$ cat src/apvsc_pkg.sv
// ----------------------------------------------------------------------------
// apvsc_pkg
// Shared types and constants for the accelerometer step counter.
// ----------------------------------------------------------------------------
package apvsc_pkg;

    localparam int COUNT_WIDTH_DEF = 32;

    localparam int CFG_IDX_W  = 2;
    localparam int CFG_DATA_W = 16;

    localparam logic [CFG_IDX_W-1:0] REG_PEAK_LEVEL    = 2'd0;
    localparam logic [CFG_IDX_W-1:0] REG_NOISE_MARGIN  = 2'd1;
    localparam logic [CFG_IDX_W-1:0] REG_MIN_INTERVAL  = 2'd2;
    localparam logic [CFG_IDX_W-1:0] REG_SAMPLE_PERIOD = 2'd3;

    localparam logic [14:0] PEAK_LEVEL_RST    = 15'd8000;
    localparam logic [14:0] NOISE_MARGIN_RST  = 15'd2000;
    localparam logic [15:0] MIN_INTERVAL_RST  = 16'd100;
    localparam logic [15:0] SAMPLE_PERIOD_RST = 16'd100;

    localparam logic [14:0] SQRT_TOP = 15'h7FFF;

    localparam logic [1:0] AXIS_X = 2'd0;
    localparam logic [1:0] AXIS_Y = 2'd1;
    localparam logic [1:0] AXIS_Z = 2'd2;

    typedef struct packed {
        logic signed [15:0] accel_x;
        logic signed [15:0] accel_y;
        logic signed [15:0] accel_z;
    } t_in;

    typedef struct packed {
        logic [31:0] total_steps;
        logic        step_seen;
        logic [14:0] magnitude;
    } t_out;

    typedef struct packed {
        logic       load;
        logic       sq_en;
        logic [1:0] sq_sel;
        logic       root_en;
        logic       commit;
    } t_cmd;

    typedef struct packed {
        logic root_done;
    } t_stat;

endpackage

$ cat src/apvsc_ctrl.sv
// ----------------------------------------------------------------------------
// apvsc_ctrl
// Sequencer for one sample: three squares, the root search and the update.
// ----------------------------------------------------------------------------
module apvsc_ctrl (
    input  logic           i_clk,
    input  logic           i_rst_n,
    input  logic           i_valid,
    output logic           o_stall,
    output logic           o_valid,
    input  logic           i_stall,
    output apvsc_pkg::t_cmd o_cmd,
    input  apvsc_pkg::t_stat i_stat
);
    import apvsc_pkg::*;

    typedef enum logic [2:0] {
        S_IDLE,
        S_SQ_X,
        S_SQ_Y,
        S_SQ_Z,
        S_ROOT,
        S_FIN
    } t_state;

    t_state r_state;
    t_state n_state;
    logic   r_out_valid;
    logic   n_out_valid;
    logic   w_commit;

    assign w_commit = (r_state == S_FIN) && (!r_out_valid || !i_stall);

    always_comb begin
        o_cmd         = '0;
        o_cmd.load    = (r_state == S_IDLE) && i_valid;
        o_cmd.root_en = (r_state == S_ROOT) && !i_stat.root_done;
        o_cmd.commit  = w_commit;
        unique case (r_state)
            S_SQ_X: begin
                o_cmd.sq_en  = 1'b1;
                o_cmd.sq_sel = AXIS_X;
            end
            S_SQ_Y: begin
                o_cmd.sq_en  = 1'b1;
                o_cmd.sq_sel = AXIS_Y;
            end
            S_SQ_Z: begin
                o_cmd.sq_en  = 1'b1;
                o_cmd.sq_sel = AXIS_Z;
            end
            default: begin
                o_cmd.sq_en  = 1'b0;
                o_cmd.sq_sel = AXIS_X;
            end
        endcase
    end

    always_comb begin
        n_state = r_state;
        unique case (r_state)
            S_IDLE: if (i_valid) n_state = S_SQ_X;
            S_SQ_X: n_state = S_SQ_Y;
            S_SQ_Y: n_state = S_SQ_Z;
            S_SQ_Z: n_state = S_ROOT;
            S_ROOT: if (i_stat.root_done) n_state = S_FIN;
            S_FIN:  if (w_commit) n_state = S_IDLE;
            default: n_state = S_IDLE;
        endcase

        n_out_valid = r_out_valid;
        if (w_commit) begin
            n_out_valid = 1'b1;
        end else if (!i_stall) begin
            n_out_valid = 1'b0;
        end
    end

    always_ff @(posedge i_clk) begin
        if (!i_rst_n) begin
            r_state     <= S_IDLE;
            r_out_valid <= 1'b0;
        end else begin
            r_state     <= n_state;
            r_out_valid <= n_out_valid;
        end
    end

    assign o_stall = (r_state != S_IDLE);
    assign o_valid = r_out_valid;

endmodule

$ cat src/apvsc_dp.sv
// ----------------------------------------------------------------------------
// apvsc_dp
// Datapath: shared multiplier, square sum, root search, detector state and
// configuration registers.
// ----------------------------------------------------------------------------
module apvsc_dp #(
    parameter int COUNT_WIDTH = apvsc_pkg::COUNT_WIDTH_DEF
) (
    input  logic                              i_clk,
    input  logic                              i_rst_n,
    input  apvsc_pkg::t_in                    i_in,
    input  apvsc_pkg::t_cmd                   i_cmd,
    output apvsc_pkg::t_stat                  o_stat,
    output apvsc_pkg::t_out                   o_out,
    input  logic                              i_cfg_we,
    input  logic [apvsc_pkg::CFG_IDX_W-1:0]   i_cfg_idx,
    input  logic [apvsc_pkg::CFG_DATA_W-1:0]  i_cfg_data
);
    import apvsc_pkg::*;

    logic [14:0] r_peak_level;
    logic [14:0] r_noise_margin;
    logic [15:0] r_min_interval;
    logic [15:0] r_sample_period;

    logic [15:0] r_ax;
    logic [15:0] r_ay;
    logic [15:0] r_az;
    logic [31:0] r_sum;
    logic [14:0] r_lo;
    logic [14:0] r_hi;

    logic [14:0]            r_prev;
    logic                   r_awaiting;
    logic [COUNT_WIDTH-1:0] r_count;
    logic [31:0]            r_time;
    logic [31:0]            r_last;
    t_out                   r_out;

    logic [15:0] w_axis;
    logic [15:0] w_abs;
    logic [15:0] w_mid_sum;
    logic [14:0] w_mid;
    logic [15:0] w_mul_a;
    logic [31:0] w_prod;

    logic signed [16:0] w_fall;
    logic signed [16:0] w_rise;
    logic signed [16:0] w_noise;
    logic [31:0]        w_time;
    logic [31:0]        w_elapsed;
    logic               w_is_fall;
    logic               w_is_rise;
    logic               w_count_ok;
    logic               w_step;
    logic [COUNT_WIDTH-1:0]    w_count_next;
    logic [COUNT_WIDTH+31:0]   w_count_ext;

    always_comb begin
        unique case (i_cmd.sq_sel)
            AXIS_X:  w_axis = r_ax;
            AXIS_Y:  w_axis = r_ay;
            AXIS_Z:  w_axis = r_az;
            default: w_axis = r_ax;
        endcase
    end

    assign w_abs     = w_axis[15] ? (~w_axis + 16'd1) : w_axis;
    assign w_mid_sum = {1'b0, r_lo} + {1'b0, r_hi};
    assign w_mid     = w_mid_sum[15:1];
    assign w_mul_a   = i_cmd.root_en ? {1'b0, w_mid} : w_abs;
    assign w_prod    = w_mul_a * w_mul_a;

    assign o_stat.root_done = ((r_hi - r_lo) <= 15'd1);

    assign w_fall     = $signed({2'b00, r_prev}) - $signed({2'b00, r_lo});
    assign w_rise     = $signed({2'b00, r_lo}) - $signed({2'b00, r_prev});
    assign w_noise    = $signed({2'b00, r_noise_margin});
    assign w_time     = r_time + {16'd0, r_sample_period};
    assign w_elapsed  = w_time - r_last;
    assign w_is_fall  = (w_fall > w_noise) && (r_prev > r_peak_level);
    assign w_is_rise  = (w_rise > w_noise);
    assign w_count_ok = (w_elapsed > {16'd0, r_min_interval});
    assign w_step     = r_awaiting && w_is_rise && w_count_ok;
    assign w_count_next = w_step ? (r_count + COUNT_WIDTH'(1)) : r_count;
    assign w_count_ext  = {32'd0, w_count_next};

    always_ff @(posedge i_clk) begin
        if (!i_rst_n) begin
            r_peak_level    <= PEAK_LEVEL_RST;
            r_noise_margin  <= NOISE_MARGIN_RST;
            r_min_interval  <= MIN_INTERVAL_RST;
            r_sample_period <= SAMPLE_PERIOD_RST;
        end else if (i_cfg_we) begin
            unique case (i_cfg_idx)
                REG_PEAK_LEVEL:    r_peak_level    <= i_cfg_data[14:0];
                REG_NOISE_MARGIN:  r_noise_margin  <= i_cfg_data[14:0];
                REG_MIN_INTERVAL:  r_min_interval  <= i_cfg_data;
                REG_SAMPLE_PERIOD: r_sample_period <= i_cfg_data;
                default:           r_peak_level    <= r_peak_level;
            endcase
        end
    end

    always_ff @(posedge i_clk) begin
        if (!i_rst_n) begin
            r_prev     <= '0;
            r_awaiting <= 1'b0;
            r_count    <= '0;
            r_time     <= '0;
            r_last     <= '0;
        end else if (i_cmd.commit) begin
            r_prev  <= r_lo;
            r_count <= w_count_next;
            r_time  <= w_time;
            if (w_step) begin
                r_last <= w_time;
            end
            if (!r_awaiting) begin
                if (w_is_fall) r_awaiting <= 1'b1;
            end else begin
                if (w_is_rise) r_awaiting <= 1'b0;
            end
        end
    end

    always_ff @(posedge i_clk) begin
        if (i_cmd.load) begin
            r_ax  <= i_in.accel_x;
            r_ay  <= i_in.accel_y;
            r_az  <= i_in.accel_z;
            r_sum <= '0;
            r_lo  <= '0;
            r_hi  <= SQRT_TOP;
        end else if (i_cmd.sq_en) begin
            r_sum <= r_sum + w_prod;
        end else if (i_cmd.root_en) begin
            if (w_prod <= r_sum) begin
                r_lo <= w_mid;
            end else begin
                r_hi <= w_mid;
            end
        end
        if (i_cmd.commit) begin
            r_out.total_steps <= w_count_ext[31:0];
            r_out.step_seen   <= w_step;
            r_out.magnitude   <= r_lo;
        end
    end

    assign o_out = r_out;

endmodule

$ cat src/accel_peak_valley_step_counter.sv
// ----------------------------------------------------------------------------
// accel_peak_valley_step_counter
// Peak and valley step detector on the magnitude of a three-axis sample.
//
//   channel | direction | handshake          | payload
//   --------+-----------+--------------------+---------------------------------
//   sample  | in        | i_valid / o_stall  | i_in  (accel_x, accel_y, accel_z)
//   result  | out       | o_valid / i_stall  | o_out (total_steps, step_seen,
//           |           |                    |        magnitude)
//   config  | in        | i_cfg_we           | i_cfg_idx, i_cfg_data
//
// A sample is taken in, then squared in three squares on the shared
// multiplier, then its root is searched on the multiplier step by step as
// the search path decides; once the search reports done, the detector is
// updated and the result register loaded, after any held result is taken.
// A finished result waits in the output register while the next sample runs.
// Reset is synchronous and restores the register defaults and a zero count.
// ----------------------------------------------------------------------------
module accel_peak_valley_step_counter #(
    parameter int COUNT_WIDTH = apvsc_pkg::COUNT_WIDTH_DEF
) (
    input  logic                             i_clk,
    input  logic                             i_rst_n,
    input  apvsc_pkg::t_in                   i_in,
    input  logic                             i_valid,
    output logic                             o_stall,
    output apvsc_pkg::t_out                  o_out,
    output logic                             o_valid,
    input  logic                             i_stall,
    input  logic                             i_cfg_we,
    input  logic [apvsc_pkg::CFG_IDX_W-1:0]  i_cfg_idx,
    input  logic [apvsc_pkg::CFG_DATA_W-1:0] i_cfg_data
);
    import apvsc_pkg::*;

    t_cmd  w_cmd;
    t_stat w_stat;

    apvsc_ctrl u_ctrl (
        .i_clk   (i_clk),
        .i_rst_n (i_rst_n),
        .i_valid (i_valid),
        .o_stall (o_stall),
        .o_valid (o_valid),
        .i_stall (i_stall),
        .o_cmd   (w_cmd),
        .i_stat  (w_stat)
    );

    apvsc_dp #(
        .COUNT_WIDTH (COUNT_WIDTH)
    ) u_dp (
        .i_clk      (i_clk),
        .i_rst_n    (i_rst_n),
        .i_in       (i_in),
        .i_cmd      (w_cmd),
        .o_stat     (w_stat),
        .o_out      (o_out),
        .i_cfg_we   (i_cfg_we),
        .i_cfg_idx  (i_cfg_idx),
        .i_cfg_data (i_cfg_data)
    );

endmodule

$ cat config.mk
export PLATFORM = sky130hd
export DESIGN_NAME = accel_peak_valley_step_counter
export DESIGN_NICKNAME = d
export VERILOG_FILES = /design/src/apvsc_pkg.sv /design/src/apvsc_ctrl.sv /design/src/apvsc_dp.sv /design/src/accel_peak_valley_step_counter.sv
export SDC_FILE = /design/constraint.sdc
export NUM_CORES = 1
export LEC_CHECK = 0
export BUFFER_PORTS_ARGS = -buffer_cell sky130_fd_sc_hd__buf_2
export CAP_MARGIN = 0
export CORE_ASPECT_RATIO = 1.5
export CORE_MARGIN = 2
export CORE_UTILIZATION = 64
export CTS_CLUSTER_SIZE = 8
export DETAILED_ROUTE_END_ITERATION = 7
export PLACE_DENSITY = 0.92
export RECOVER_POWER = 100
export SLEW_MARGIN = 20
export SYNTH_ARGS = -nofsm -noshare
export SYNTH_HDL_FRONTEND = slang
export SYNTH_SLANG_ARGS = --single-unit
$ cat constraint.sdc
create_clock -name i_clk -period 14.3 [get_ports i_clk]
set_input_delay 0.715 -clock i_clk [delete_from_list [all_inputs] [get_ports i_clk]]
set_output_delay 0.715 -clock i_clk [all_outputs]
set_load 0.05 [all_outputs]
[Word-level counts from Yosys, hierarchy flattened]
Index checks and enable logic that the tools add are counted.
W data, S select, Z words.
Word-level totals
  bits in registers: 336
  input port bits: 71
  output and inout port bits: 50
  word-level logic and storage cells: 88
Operators by class
  add/sub/neg operators: 9
  multipliers: 1
  order comparisons: 6
  equal/unequal tests: 14
  muxes and demuxes: 14
  bitwise operators: 3
  reductions and logical operators: 21
Operator list (count)
  $gt A17 B16 Y1: 2
  $add A32 B1 Y32 const B: 1
  $add A32 B16 Y32: 1
  $add A32 B32 Y32: 1
  $gt A32 B16 Y1: 1
  $le A32 B32 Y1: 1
  $mul A16 B16 Y32: 1
  $mux W16: 2
  $mux W32: 1
  $pmux W16 S2: 1
  $sub A15 B15 Y16: 2
  $sub A32 B32 Y32: 1
  $pmux W3 S6: 1
  $add A15 B15 Y16: 1
  $add A16 B1 Y16 const B: 1
  $not A16 Y16: 1
  $gt A15 B15 Y1: 1
  $le A15 B1 Y1 const B: 1
  $sub A15 B15 Y15: 1
  $reduce_and A2 Y1: 5
  $mux W3: 3
  $pmux W3 S3: 1
  $reduce_and A3 Y1: 3
  $eq A2 B2 Y1 const B: 3
  14 further kinds: 31

[Logic depth before layout (Yosys ltp)]
  depth in word-level cells: 12
  depth in mapped cells: 55
  mapped depth without buffers: 52

[Hierarchy]
A second synthesis with hierarchy kept.
Unflattened totals
  cells, all modules: 3387
  area, all modules: 29127.9 µm²
Modules (own cells, without submodules)
  apvsc_dp: times used 1, cells each 3360, area each 28892.7 µm², sequential area each 7607.3 µm²
  apvsc_ctrl: times used 1, cells each 27, area each 235.2 µm², sequential area each 80.1 µm²

[Worst setup path after synthesis]
No wires, ideal clock.
  kind: register -> register
  from: register u_dp.r_lo[1]
  to: register u_dp.r_hi[10]
  setup time: 0.129 ns
  data arrival time: 11.028 ns
  data required time: 14.171 ns
  path slack: 3.142 ns
  cell stages (with the launch flop): 51
  path buffers: 5
  clock period less this slack: 11.158 ns
  cells stage by stage: dfxtp_1 -> inv_1 -> ha_1 -> nor2b_1 -> o21a_1 -> o21ai_0 -> a21oi_1 -> a2111oi_0 -> nor2_1 -> nand4_1 -> nor4_1 -> a31oi_1 -> buf_2 -> buf_4 -> mux2i_1 -> buf_2 -> inv_1 -> nand2_1 -> [15 not listed] -> a31o_2 -> a41o_1 -> o41a_1 -> a21oi_1 -> xnor2_1 -> ha_1 -> a41oi_1 -> o21ai_0 -> a21oi_1 -> nor2b_1 -> o21ai_0 -> nand2b_1 -> a221oi_1 -> nor3b_1 -> buf_2 -> buf_2 -> mux2i_1 -> nand2_1
Between the ends
  longest elaborated chain between the ends: 9
  elaborated cells on any way between the ends: 10
  classes of those cells: 2 x add/sub; 1 x mul; 2 x order compare; 1 x mux; 1 x bitwise; 3 x reduce/logical
Ends and longest elaborated chain
  start: declaration: RTL line apvsc_dp.sv:30  | logic [14:0] r_lo;
  start signal: assignment: RTL line apvsc_dp.sv:139  | r_lo <= w_mid;
  $sub A15 B15 Y15: RTL line apvsc_dp.sv:74  | assign o_stat.root_done = ((r_hi - r_lo) <= 15'd1);
  $le A15 B1 Y1: RTL line apvsc_dp.sv:74
  $logic_not A1 Y1: RTL line apvsc_ctrl.sv:37  | o_cmd.root_en = (r_state == S_ROOT) && !i_stat.root_done;
  $logic_and A1 B1 Y1: RTL line apvsc_ctrl.sv:37
  $mux W16: RTL line apvsc_dp.sv:71  | assign w_mul_a = i_cmd.root_en ? {1'b0, w_mid} : w_abs;
  $mul A16 B16 Y32: RTL line apvsc_dp.sv:72  | assign w_prod = w_mul_a * w_mul_a;
  $le A32 B32 Y1: RTL line apvsc_dp.sv:138  | if (w_prod <= r_sum) begin
  $not A1 Y1 (no line)
  $reduce_and A3 Y1 (no line)
  end signal: assignment: RTL line apvsc_dp.sv:141  | r_hi <= w_mid;
  end: declaration: RTL line apvsc_dp.sv:31  | logic [14:0] r_hi;
Parallel ways exist; a longest one is shown, timed or not.
A chain may end at the register's enable or synchronous reset.

[Final worst setup path]
  from: register u_ctrl.r_state[0]
  to: register u_dp.r_hi[1]
Between the ends
  longest elaborated chain between the ends: 12
  elaborated cells on any way between the ends: 20
  classes of those cells: 1 x add/sub; 1 x mul; 1 x order compare; 6 x eq/ne; 4 x mux; 3 x bitwise; 4 x reduce/logical
Ends and longest elaborated chain
  start: declaration: RTL line apvsc_ctrl.sv:26  | t_state r_state;
  start signal: assignment: RTL line apvsc_ctrl.sv:84  | r_state <= n_state;
  $eq A3 B2 Y1 / $eq A3 B1 Y1 (equally long branches): RTL line apvsc_ctrl.sv:39  | unique case (r_state)
  $pmux W3 S3: RTL line apvsc_ctrl.sv:39
  $eq A2 B2 Y1 / $eq A2 B1 Y1 (equally long branches): RTL line apvsc_dp.sv:60  | unique case (i_cmd.sq_sel)
  $pmux W16 S2: RTL line apvsc_dp.sv:60
  $not A16 Y16: RTL line apvsc_dp.sv:68  | assign w_abs = w_axis[15] ? (~w_axis + 16'd1) : w_axis;
  $add A16 B1 Y16: RTL line apvsc_dp.sv:68
  $mux W16: RTL line apvsc_dp.sv:68
  $mux W16: RTL line apvsc_dp.sv:71
  $mul A16 B16 Y32: RTL line apvsc_dp.sv:72
  $le A32 B32 Y1: RTL line apvsc_dp.sv:138
  $not A1 Y1 (no line)
  $reduce_and A3 Y1 (no line)
Parallel ways exist; a longest one is shown, timed or not.

==> results.py <==
metrics = {
    "outcome": {
        "status": "finished with violations",
        "violations": "max-capacitance violations, max-slew violations",
    },
    "timing": {
        "fin_worst_skew_ns": 0.0182,
        "slew_violations": 603,
        "fmax_mhz": 75.7,
        "hold_viol_final": 0,
        "whs_ns": 0.313,
        "final.period_utilization": 0.923,
        "rsz0062_at_grt": "no",
        "maxSlewHeadroom": -1.81,
        "tightest_slew_ns": 4.21,
        "min_period_ns": 13.20,
        "setup_tns_ns": 0,
        "setup_viol": 0,
    },
    "cts": {
        "postCtsSetupRepairBufs": 0,
        "cts_tree": "built",
        "ctsResizeCount": 0,
        "holdBufCountCts": 0,
        "clockRootBuffer": "clkbuf_16",
        "clk_pin_slew_ns": 0.05,
        "cts.sinks": 336,
        "h-tree-depth": 2,
        "insertion_delay_ns": 0.57,
        "clockBufferDepth": 3,
        "cts_buffers": 48,
    },
    "setup_path": {
        "start_kind": "flip-flop",
        "arrival_ns": 13.56,
        "required_ns": 14.66,
        "path_class": "flip-flop to flip-flop",
        "slowest_stage": "nor4b_1",
        "cpMostUsedCell": "fa_1",
        "critPathCaptureType": "flip-flop",
        "slowest_delay_ns": 0.97,
        "cp_max_fo": 33,
    },
    "route": {
        "firstDrtPassIters": 6,
        "wl_per_cell_um": 19.7,
        "wl_mm": 80.9,
        "vias": 25343,
        "drc": 0,
        "first_iter_violations": 2054,
        "ant_nets": 0,
        "via_per_inst": 6.18,
    },
    "synthesis": {
        "synthTopCellsByCount": "inv_1, nand2_1, ha_1",
        "avgSynthCellArea_um2": 8.55,
        "synth-seq-cells": 336,
        "yosysTopAreaCellShare": 0.164,
        "ys_warn_count": 0,
        "synth_area_mm2": 0.0293,
        "syn_inst": 3425,
        "synth_most_common_cell": "inv_1",
        "synth_edf_count": 96,
        "synth_top_flop_cell": "dfxtp_1",
        "ys_seq_area_frac": 0.263,
        "ys_async_sr_fraction": 0,
        "synthDistinctLibCells": 88,
        "synthTopCellsByArea": "dfxtp_1, ha_1, fa_1",
        "yosysTopAreaCell": "dfxtp_1",
    },
    "final_layout": {
        "fillers": 3386,
        "area_growth_pct": 7.58,
        "layout.cells.non_filler": 4102,
        "nets": 4056,
        "multi_input_area_mm2": 0.0193,
        "drive_above_1_share": 0.0498,
        "final-seq-area_mm2": 0.00769,
        "stdcell_area_mm2": 0.0315,
    },
    "grt": {
        "gr-total-overflow": 0,
        "grt_usage": 0.346,
        "antenna_found_initial": 3,
        "grt_pass1_wl_mm": 130,
        "grt_pass1_vias": 26443,
        "grt_max_degree": 91,
    },
    "placed_design": {
        "place_congestion": 0.994,
        "dp.final_hpwl_mm": 60.7,
        "postPlaceCellArea_mm2": 0.0303,
        "io_buffers": 120,
        "placed_cells": 4024,
    },
    "floorplanning": {
        "die_x_um": 179,
        "coreArea_mm2": 0.0455,
        "initial_core_util": 0.643,
        "dieArea_mm2": 0.0475,
        "rows": 96,
        "chipHeight_um": 266,
        "io_pins": 121,
    },
    "min_path": {
        "hp-class": "primary input to flip-flop",
    },
    "run": {
        "max_cap_viol_count": 11,
    },
}
[metrics by stage]
stage          setup WS [ns]   util
3_5_place_dp            1.67  0.665
6_report                1.10  0.692
2_1_floorplan           3.14      -
5_1_grt                0.346  0.692
3_3_place_gp            1.90  0.665
4_1_cts                 1.63  0.695
[area by class of cell]
| cell class | instances | share of cell area |
|---|---|---|
| multi-input combinational | 2504 | 0.614 |
| sequential | 336 | 0.244 |
| inverter | 456 | 0.0544 |
| clock buffer | 75 | 0.0430 |
| tap | 588 | 0.0234 |
| timing repair buffer | 140 | 0.0205 |
| clock inverter | 1 | 0.000635 |
| antenna | 2 | 0.000159 |
[logic make-up after synthesis]
kind of cell    count (synthesis)  synth area share
xor+xnor                      209            0.0625
simple gates                 1027             0.163
other cells                     2          0.000256
mux                            48            0.0176
compound gates                710             0.160
buf+inv                       594            0.0784
flops                         336             0.263
fa+ha+maj                     499             0.256
[worst paths after layout]
kind | start | to | slack, ns | cells past startpoint
worst max-delay path | u_ctrl.r_state[0] | u_dp.r_hi[1] | 1.10 | 43
worst min-delay path | i_in[24] | u_dp.r_ay[8] | 0.31 | 1
worst max register to register | u_ctrl.r_state[0] | u_dp.r_hi[1] | 1.10 | 43
worst min register to register | u_dp.r_noise_margin[13] | u_dp.r_noise_margin[13] | 0.45 | 2
[worst max-delay path, delay by kind of cell (launching register included)]
family,cells,cell delay (ns)
AND/OR/NAND/NOR,14,3.35
flip-flops,1,0.52
AO/OA/AOI/OAI,15,3.52
adder cells (fa/ha/maj),9,4.80
buffers and inverters,4,0.61
XOR/XNOR,1,0.17
[sequential cells by signal (all words and copies together) (netlist names), 16 cells and up]
register and cells:
u_dp.o_out 48, u_dp.r_ax 16, u_dp.r_ay 16, u_dp.r_az 16
u_dp.r_count 32, u_dp.r_last 32, u_dp.r_min_interval 16, u_dp.r_sample_period 16
u_dp.r_sum 32, u_dp.r_time 32
[metal layers]
layer	GRT usage	up-vias	routed length, um
li1	-	11778	-
met1	0.328	11897	25800
met2	0.627	1151	41500
met3	0.0681	515	5330
met4	0.295	2	8280
met5	0	-	18
[layout by cell type, fill, tap and decap left out, types with 18 or more instances in the layout]
cell       instances
o31ai_1           25
fa_1             167
dfxtp_1          240
a21o_1            64
nor2b_1           35
edfxtp_1          96
and3_1            22
o21bai_1          22
clkbuf_1          87
xor2_1            57
nand4_1           64
o311ai_0          19
mux2i_1           38
a211oi_1          58
nor3_1            61
a22oi_1           18
nand2b_1          65
o211ai_1          27
nand2_1          370
buf_2             65
clkbuf_16         49
inv_1            449
o21a_1            39
nand3_1           68
xnor2_1          152
ha_1             332
nor2_1           250
o41ai_1           19
o21ai_0          102
a21oi_1          223
Power is left out: the tool's default activity adds up to more than one toggle a clock period on the data nets, which glitch-free logic cannot reach.
